`src/hdl/svpsb_pkg.sv`:
```
// Shared types and constants of the servo pulse schedule builder.
// Used by the width unit, the schedule cells and the top level.
package svpsb_pkg;

  localparam int SIDX_W  = 3;
  localparam int POS_W   = 8;
  localparam int PULSE_W = 16;
  localparam int ENTRY_W = 4;
  localparam int MASK_W  = 8;
  localparam int IDX_W   = 4;
  localparam int PROD_W  = POS_W + PULSE_W;
  localparam int EST_W   = PROD_W + 1;

  typedef struct packed {
    logic [PULSE_W-1:0] width;
    logic [IDX_W-1:0]   idx;
  } visitor_t;

  typedef struct packed {
    logic load;
    logic step;
  } cell_ctrl_t;

  typedef struct packed {
    logic [PULSE_W-1:0] width;
    logic [IDX_W-1:0]   rank;
    logic               cand;
  } cell_stat_t;

endpackage

```
`src/hdl/svpsb_width.sv`:
```
// Width unit, four register stages, uses svpsb_pkg: min+position*(max-min)/255
// (0 at position 0, min if max<min). /255: reciprocal estimate, one correction.
module svpsb_width import svpsb_pkg::*; (
  input  logic               clk_i,
  input  logic               rst_ni,
  input  logic               start_i,
  input  logic [POS_W-1:0]   position_i,
  input  logic [PULSE_W-1:0] min_pulse_i,
  input  logic [PULSE_W-1:0] max_pulse_i,
  output logic               done_o,
  output logic [PULSE_W-1:0] width_o
);

  logic [3:0]         vld_q;
  logic [PROD_W-1:0]  prod_q;
  logic [PULSE_W-1:0] lo_q;
  logic               zero_q;
  logic               inv_q;
  logic [EST_W-1:0]   est_q;
  logic [PULSE_W-1:0] quo_q;
  logic [PULSE_W-1:0] width_q;
  logic [PULSE_W-1:0] diff;
  logic [EST_W-1:0]   est_sum;
  logic [EST_W-1:0]   est_mul;
  logic [EST_W-1:0]   rem;
  logic [EST_W-1:0]   quo;

  always_comb begin
    diff    = max_pulse_i - min_pulse_i;
    est_sum = EST_W'(prod_q) + EST_W'(prod_q >> 8) + EST_W'(prod_q >> 16);
    est_mul = (est_q << 8) - est_q;
    rem     = EST_W'(prod_q) - est_mul;
    quo     = (rem >= EST_W'(255)) ? est_q + EST_W'(1) : est_q;
  end

  always_ff @(posedge clk_i or negedge rst_ni) begin
    if (!rst_ni) begin
      vld_q <= '0;
    end else begin
      vld_q <= {vld_q[2:0], start_i};
    end
  end

  always_ff @(posedge clk_i) begin
    if (start_i) begin
      prod_q <= PROD_W'(position_i) * PROD_W'(diff);
      lo_q   <= min_pulse_i;
      zero_q <= (position_i == '0);
      inv_q  <= (max_pulse_i < min_pulse_i);
    end
    if (vld_q[0]) begin
      est_q <= est_sum >> 8;
    end
    if (vld_q[1]) begin
      quo_q <= quo[PULSE_W-1:0];
    end
    if (vld_q[2]) begin
      if (zero_q) begin
        width_q <= '0;
      end else if (inv_q) begin
        width_q <= lo_q;
      end else begin
        width_q <= lo_q + quo_q;
      end
    end
  end

  assign done_o  = vld_q[3];
  assign width_o = width_q;

endmodule

```
`src/hdl/svpsb_cell.sv`:
```
// One schedule cell: holds one servo's pulse width and ranks it against the
// widths that circulate through the ring of cells. Uses svpsb_pkg.
module svpsb_cell import svpsb_pkg::*; #(
  parameter int CELL_ID = 0
) (
  input  logic               clk_i,
  input  logic               rst_ni,
  input  logic               wr_en_i,
  input  logic [PULSE_W-1:0] wr_width_i,
  input  cell_ctrl_t         ctrl_i,
  input  visitor_t           vis_i,
  output visitor_t           vis_o,
  output cell_stat_t         stat_o
);

  logic [PULSE_W-1:0] width_q;
  visitor_t           vis_q;
  logic [IDX_W-1:0]   rank_q;
  logic               dup_q;

  always_ff @(posedge clk_i or negedge rst_ni) begin
    if (!rst_ni) begin
      width_q <= '0;
      vis_q   <= '0;
      rank_q  <= '0;
      dup_q   <= 1'b0;
    end else begin
      if (wr_en_i) begin
        width_q <= wr_width_i;
      end
      if (ctrl_i.load) begin
        vis_q.width <= width_q;
        vis_q.idx   <= IDX_W'(CELL_ID);
        rank_q      <= '0;
        dup_q       <= 1'b0;
      end else if (ctrl_i.step) begin
        vis_q <= vis_i;
        if (vis_q.width < width_q) begin
          rank_q <= rank_q + IDX_W'(1);
        end
        if (vis_q.width == width_q && vis_q.idx < IDX_W'(CELL_ID)) begin
          dup_q <= 1'b1;
        end
      end
    end
  end

  assign vis_o        = vis_q;
  assign stat_o.width = width_q;
  assign stat_o.rank  = rank_q;
  assign stat_o.cand  = (width_q != '0) && !dup_q;

endmodule

```
`src/hdl/servo_pulse_schedule_builder_unit.sv`:
```
// Servo pulse schedule builder, top level.
// Depends on svpsb_pkg, svpsb_width and svpsb_cell.
//
// Input channel (in_valid_i / in_stall_o): one update carries a servo index,
// a position and the minimum and maximum pulse widths. The new width is
// stored in that servo's cell; an index at or above SERVO_COUNT stores
// nothing but still produces a schedule.
// Output channel (out_valid_o / out_stall_i): one transfer per schedule
// entry. Entry 0 is time 0; then one entry per distinct nonzero width in
// ascending order, each with the mask of outputs still high. last_o marks
// the final entry.
// Sequence: the width unit computes the width, which is written into the cell;
// a load state and SERVO_COUNT ring steps follow. Entry 0 comes next, then the
// rank positions are swept in turn up to the highest distinct width, with one
// entry for each position that holds a candidate.
// The input is stalled from the accepting edge until the final entry is in
// the output register; that entry may wait there while the next update is
// taken. An output stall holds the register and freezes the sequencer in the
// states that emit entries. Reset clears every stored width to zero and empties the output register.
module servo_pulse_schedule_builder_unit import svpsb_pkg::*; #(
  parameter int SERVO_COUNT = 8
) (
  input  logic               clk_i,
  input  logic               rst_ni,
  input  logic               in_valid_i,
  output logic               in_stall_o,
  input  logic [SIDX_W-1:0]  servo_index_i,
  input  logic [POS_W-1:0]   position_i,
  input  logic [PULSE_W-1:0] min_pulse_i,
  input  logic [PULSE_W-1:0] max_pulse_i,
  output logic               out_valid_o,
  input  logic               out_stall_i,
  output logic [ENTRY_W-1:0] entry_index_o,
  output logic [PULSE_W-1:0] edge_time_o,
  output logic [MASK_W-1:0]  high_mask_o,
  output logic               last_o
);

  localparam int StepW = (SERVO_COUNT > 1) ? $clog2(SERVO_COUNT) : 1;
  localparam int CntW  = $clog2(SERVO_COUNT + 1);

  typedef enum logic [2:0] {
    ST_IDLE,
    ST_CALC,
    ST_LOAD,
    ST_RING,
    ST_ZERO,
    ST_EMIT
  } state_e;

  state_e             state_q;
  logic [SIDX_W-1:0]  idx_q;
  logic [StepW-1:0]   step_q;
  logic [StepW-1:0]   pos_q;
  logic [CntW-1:0]    remain_q;
  logic [ENTRY_W-1:0] entry_q;
  logic               out_valid_q;
  logic [ENTRY_W-1:0] entry_index_q;
  logic [PULSE_W-1:0] edge_time_q;
  logic [MASK_W-1:0]  high_mask_q;
  logic               last_q;

  logic               in_xfer;
  logic               calc_done;
  logic [PULSE_W-1:0] calc_width;
  cell_ctrl_t         ctrl;
  logic [SERVO_COUNT-1:0] wr_en;
  visitor_t           vis [SERVO_COUNT];
  cell_stat_t         stat [SERVO_COUNT];
  logic [SERVO_COUNT-1:0] hit;
  logic [SERVO_COUNT-1:0] above;
  logic [PULSE_W-1:0] sel_width;
  logic [PULSE_W-1:0] cmp_time;
  logic [CntW-1:0]    cand_cnt;
  logic               out_free;
  logic               out_load;

  assign in_stall_o = (state_q != ST_IDLE);
  assign in_xfer    = in_valid_i && !in_stall_o;
  assign out_free   = !out_valid_q || !out_stall_i;
  assign out_load   = out_free && ((state_q == ST_ZERO) || (state_q == ST_EMIT && hit != '0));

  svpsb_width u_width (
    .clk_i       (clk_i),
    .rst_ni      (rst_ni),
    .start_i     (in_xfer),
    .position_i  (position_i),
    .min_pulse_i (min_pulse_i),
    .max_pulse_i (max_pulse_i),
    .done_o      (calc_done),
    .width_o     (calc_width)
  );

  always_comb begin
    ctrl.load = (state_q == ST_LOAD);
    ctrl.step = (state_q == ST_RING);
  end

  for (genvar j = 0; j < SERVO_COUNT; j++) begin : g_cell
    localparam int Prev = (j == 0) ? SERVO_COUNT - 1 : j - 1;

    assign wr_en[j] = (state_q == ST_CALC) && calc_done && (5'(idx_q) == 5'(j));

    svpsb_cell #(
      .CELL_ID (j)
    ) u_cell (
      .clk_i      (clk_i),
      .rst_ni     (rst_ni),
      .wr_en_i    (wr_en[j]),
      .wr_width_i (calc_width),
      .ctrl_i     (ctrl),
      .vis_i      (vis[Prev]),
      .vis_o      (vis[j]),
      .stat_o     (stat[j])
    );
  end

  always_comb begin
    sel_width = '0;
    cand_cnt  = '0;
    for (int j = 0; j < SERVO_COUNT; j++) begin
      hit[j]   = stat[j].cand && (stat[j].rank == IDX_W'(pos_q));
      cand_cnt = cand_cnt + CntW'(stat[j].cand);
      if (hit[j]) begin
        sel_width = sel_width | stat[j].width;
      end
    end
    cmp_time = (state_q == ST_ZERO) ? '0 : sel_width;
    for (int j = 0; j < SERVO_COUNT; j++) begin
      above[j] = (stat[j].width > cmp_time);
    end
  end

  always_ff @(posedge clk_i or negedge rst_ni) begin
    if (!rst_ni) begin
      state_q       <= ST_IDLE;
      idx_q         <= '0;
      step_q        <= '0;
      pos_q         <= '0;
      remain_q      <= '0;
      entry_q       <= '0;
      out_valid_q   <= 1'b0;
      entry_index_q <= '0;
      edge_time_q   <= '0;
      high_mask_q   <= '0;
      last_q        <= 1'b0;
    end else begin
      if (out_load) begin
        out_valid_q <= 1'b1;
      end else if (!out_stall_i) begin
        out_valid_q <= 1'b0;
      end
      unique case (state_q)
        ST_IDLE: begin
          if (in_xfer) begin
            idx_q   <= servo_index_i;
            state_q <= ST_CALC;
          end
        end
        ST_CALC: begin
          if (calc_done) begin
            state_q <= ST_LOAD;
          end
        end
        ST_LOAD: begin
          step_q  <= '0;
          state_q <= ST_RING;
        end
        ST_RING: begin
          step_q <= step_q + StepW'(1);
          if (step_q == StepW'(SERVO_COUNT - 1)) begin
            state_q <= ST_ZERO;
          end
        end
        ST_ZERO: begin
          if (out_free) begin
            entry_index_q <= '0;
            edge_time_q   <= '0;
            high_mask_q   <= MASK_W'(above);
            last_q        <= (cand_cnt == '0);
            remain_q      <= cand_cnt;
            entry_q       <= ENTRY_W'(1);
            pos_q         <= '0;
            state_q       <= (cand_cnt == '0) ? ST_IDLE : ST_EMIT;
          end
        end
        ST_EMIT: begin
          if (out_free) begin
            pos_q <= pos_q + StepW'(1);
            if (hit != '0) begin
              entry_index_q <= entry_q;
              edge_time_q   <= sel_width;
              high_mask_q   <= MASK_W'(above);
              last_q        <= (remain_q == CntW'(1));
              remain_q      <= remain_q - CntW'(1);
              entry_q       <= entry_q + ENTRY_W'(1);
              if (remain_q == CntW'(1)) begin
                state_q <= ST_IDLE;
              end
            end
          end
        end
        default: begin
          state_q <= ST_IDLE;
        end
      endcase
    end
  end

  assign out_valid_o   = out_valid_q;
  assign entry_index_o = entry_index_q;
  assign edge_time_o   = edge_time_q;
  assign high_mask_o   = high_mask_q;
  assign last_o        = last_q;

endmodule

```
`config.mk`:
```
export PLATFORM = sky130hd
export DESIGN_NAME = servo_pulse_schedule_builder_unit
export DESIGN_NICKNAME = d
export VERILOG_FILES = /design/src/hdl/svpsb_pkg.sv /design/src/hdl/svpsb_width.sv /design/src/hdl/svpsb_cell.sv /design/src/hdl/servo_pulse_schedule_builder_unit.sv
export SDC_FILE = /design/constraint.sdc
export NUM_CORES = 2
export LEC_CHECK = 0
export ABC_AREA = 1
export BUFFER_PORTS_ARGS = -buffer_cell sky130_fd_sc_hd__buf_2
export CELL_PAD_IN_SITES_DETAIL_PLACEMENT = 1
export CELL_PAD_IN_SITES_GLOBAL_PLACEMENT = 1
export CORE_UTILIZATION = 52
export CTS_CLUSTER_SIZE = 24
export DETAILED_ROUTE_END_ITERATION = 8
export MAX_ROUTING_LAYER = met4
export PLACE_DENSITY_LB_ADDON = 0.1
export RECOVER_POWER = 100
export SYNTH_ARGS = -nofsm -noshare
export SYNTH_HDL_FRONTEND = slang
export SYNTH_HIERARCHICAL = 1
export SYNTH_SLANG_ARGS = --single-unit
```
`constraint.sdc`:
```
create_clock -name clk_i -period 7.9 [get_ports clk_i]
set_input_delay 1.185 -clock clk_i [delete_from_list [all_inputs] [get_ports clk_i]]
set_output_delay 1.185 -clock clk_i [all_outputs]
set_load 0.01 [all_outputs]
```
==> impl_metrics.json <==
{
  "synth-edff-count": 91,
  "synth.ff_latch_count": 472,
  "cp-endpoint": "g_cell[6].u_cell/vis_o[7]",
  "clock_latency_ns": 0.66,
  "multi_input_area_sq_um": 21500,
  "overflow": 0,
  "port-buffer-count": 77,
  "grt_pass1_vias": 36207,
  "antenna_found_initial": 1,
  "clock_sinks": 472,
  "cap_violations": 9,
  "layout-drive-gt1-share_pct": 5.84,
  "rr_startpoint": "state_q[2]",
  "drtIter0Drc": 2648,
  "slew_headroom_pct": -233,
  "reg2reg_depth": 9,
  "cts_buffer_depth": 3,
  "dr.pass1.iters": 5,
  "grt.total_usage_pct": 40.3,
  "regToRegSetupSlack_ns": 0.72,
  "grt_pass1_wl_mm": 217,
  "syn_area_per_cell_sq_um": 7.71,
  "gp_congestion": 1.03,
  "die_h_microns": 270,
  "timing.fmax_ghz": 0.139,
  "synth_area_sq_um": 37200,
  "synth.distinct_cells": 61,
  "post_cts_buffers": 0,
  "finalSetupViolations": 0,
  "status": "finished, violations left",
  "wl_mm": 142,
  "grt_max_degree": 166,
  "ioPinCount": 78,
  "rsz0062_at_grt": "no",
  "cp_max_fo": 46,
  "syn_to_final_growth_pct": 7.29,
  "final_hold_viol_count": 0,
  "syn-num-nets": 5395,
  "worstMarginPinSlew_ns": 4.99,
  "fp-row-count": 97,
  "routedWlPerCell_microns": 24.4,
  "nFillCells": 8952,
  "hpwl_mm": 106,
  "failed_checks": "max-capacitance violations, max-slew violations",
  "preCtsSetupSlack_ns": 0.526,
  "required_ns": 8.48,
  "nets": 5420,
  "regArea_sq_um": 12300,
  "initial_core_util_pct": 52.8,
  "ys_warn_count": 6,
  "cts_hold_buffers": 0,
  "cts.htree.levels": 2,
  "yosysSeqAreaShare_pct": 32.9,
  "start_kind": "flip-flop",
  "num_vias": 35028,
  "final_common_cell": "nand2_1",
  "clkTransAtPathRegs_ns": 0.06,
  "cts_root_buf": "clkbuf_16",
  "finalClockSkew_ns": 0.0433,
  "viasPerCell": 5.99,
  "cts_tree": "yes",
  "core_area_sq_um": 70500,
  "tns_ns": 0,
  "dieArea_sq_um": 72700,
  "cp.arrival_ns": 7.76,
  "numCtsBuffers": 57,
  "fin_ws_ns": 0.721,
  "path_class": "reg2reg",
  "synthCells": 4832,
  "drcViolationCount": 0,
  "die_w_microns": 270,
  "worstHoldPathType": "reg2reg",
  "whs_ns": 0.474,
  "cts.repair.resized": 0,
  "end_kind": "flip-flop",
  "final.min_clock_period_ns": 7.18,
  "final_max_slew_viol_count": 491,
  "ant_nets": 0,
  "regToRegEndpoint": "g_cell[6].u_cell/vis_o[7]",
  "synth_ff_type": "dfrtp_1",
  "finalCritPeriodShare_pct": 90.9,
  "final_cell_mix": "nand2_1 (1109), inv_1 (658), nor2_1 (500)",
  "async_reset_ff_share_pct": 80.7,
  "startpoint": "state_q[2]"
}
-- cells by family (layout without fill, tap and decap cells) --
group | Yosys count | count (layout) | share of synthesized area, %
adders and majority gates | 516 | 516 | 19.5
and+or+nand+nor | 2301 | 2301 | 27.0
AOI/OAI and AO/OA | 632 | 632 | 9.63
buffers and inverters | 828 | 897 | 8.99
xor gates and xnor gates | 76 | 76 | 1.79
muxes | 7 | 7 | 0.212
DFF | 472 | 472 | 32.9
other | 0 | 2 | 0
-- state kept, by name (all words and copies together), names as in the netlist, 4 cells and up --
register and count:
u_width/width_o 16, remain_q 4, u_width/lo_q 16, u_width/vld_q 4, high_mask_o 8, g_cell.u_cell/width_q 128, g_cell.u_cell/rank_q 32, u_width/est_q 17
entry_q 4, u_width/quo_q 16, entry_index_o 4, u_width/prod_q 24, g_cell.u_cell/vis_o 160, g_cell.u_cell/dup_q 7, edge_time_o 16
-- layout make-up --
class,instances,share of cell area (%)
multi-input cells,3532,53.9
flip-flops and latches,472,30.7
inverters,692,6.52
clock buffers,81,4.13
well taps,940,2.94
repair buffers,102,1.19
clock inverters,22,0.639
diodes,2,0.0125
-- synthesized netlist by cell type, types with 6 or more instances --
master / instances / area, sq um
o21a_1: 12 / 90.1
ha_1: 410 / 5130
buf_6: 12 / 135
inv_2: 29 / 109
o21ai_1: 11 / 55.1
mux2_2: 7 / 78.8
buf_2: 46 / 230
nor2_1: 500 / 1880
edfxtp_1: 91 / 2730
nand3b_1: 10 / 75.1
dfrtp_1: 381 / 9530
nand3_1: 294 / 1470
a41oi_1: 7 / 61.3
nor2_2: 41 / 257
nand4_1: 87 / 544
a21oi_1: 202 / 1010
buf_4: 22 / 165
nor4_1: 42 / 263
nor2b_1: 7 / 43.8
nand2_1: 1102 / 4140
xnor2_1: 15 / 131
nand3_2: 13 / 130
fa_1: 106 / 2120
inv_1: 654 / 2450
xor2_1: 61 / 534
nor3_1: 133 / 666
a21oi_2: 16 / 140
or2_2: 14 / 87.6
nor2_4: 8 / 90.1
o211ai_1: 8 / 60.1
a21o_1: 13 / 97.6
clkbuf_1: 55 / 206
o22ai_1: 127 / 795
o21ai_0: 204 / 1020
nand2_2: 29 / 181
a31oi_1: 6 / 37.5
-- layer usage --
layer  global-route usage (%)  routed length [microns]  up-vias
met4                     26.5                    11000        0
met5                        -                        0        -
li1                         -                        -    15941
met1                     46.4                    55100    17546
met2                     65.6                    67900     1091
met3                     5.86                     8210      450
-- critical path, cell delays in order, from the launching register on --
cell        delay, ns
dfrtp_1          0.41
inv_1            0.09
nand2_1          0.17
nor2_4           0.13
clkbuf_1         1.52
clkbuf_1         1.80
clkinvlp_2       1.78
nand2_2          0.79
o22ai_1          0.17
nor2_1           0.16
-- worst min path at each step --
stage / depth (start not counted) / endpoint / startpoint / slack (ns)
2_1_floorplan: 2 / remain_q[1] / remain_q[1] / 0.44
3_5_place_dp: 2 / edge_time_o[9] / edge_time_o[9] / 0.46
6_report: 2 / edge_time_o[0] / edge_time_o[0] / 0.47
5_1_grt: 2 / edge_time_o[9] / edge_time_o[9] / 0.50
3_3_place_gp: 2 / edge_time_o[8] / edge_time_o[8] / 0.45
4_1_cts: 2 / edge_time_o[9] / edge_time_o[9] / 0.47
-- metrics by stage --
step	std cells	util [%]	instance area, sq um
finish	5843	56.7	40000
global route	5843	56.7	40000
CTS	5841	57.1	40200
detailed placement	5738	54.4	38300
global placement	5738	54.4	38300
floorplan	4832	-	37200
Power is not shown: default switching activity piles up to over one toggle a cycle in this logic, so the estimate is an artifact.
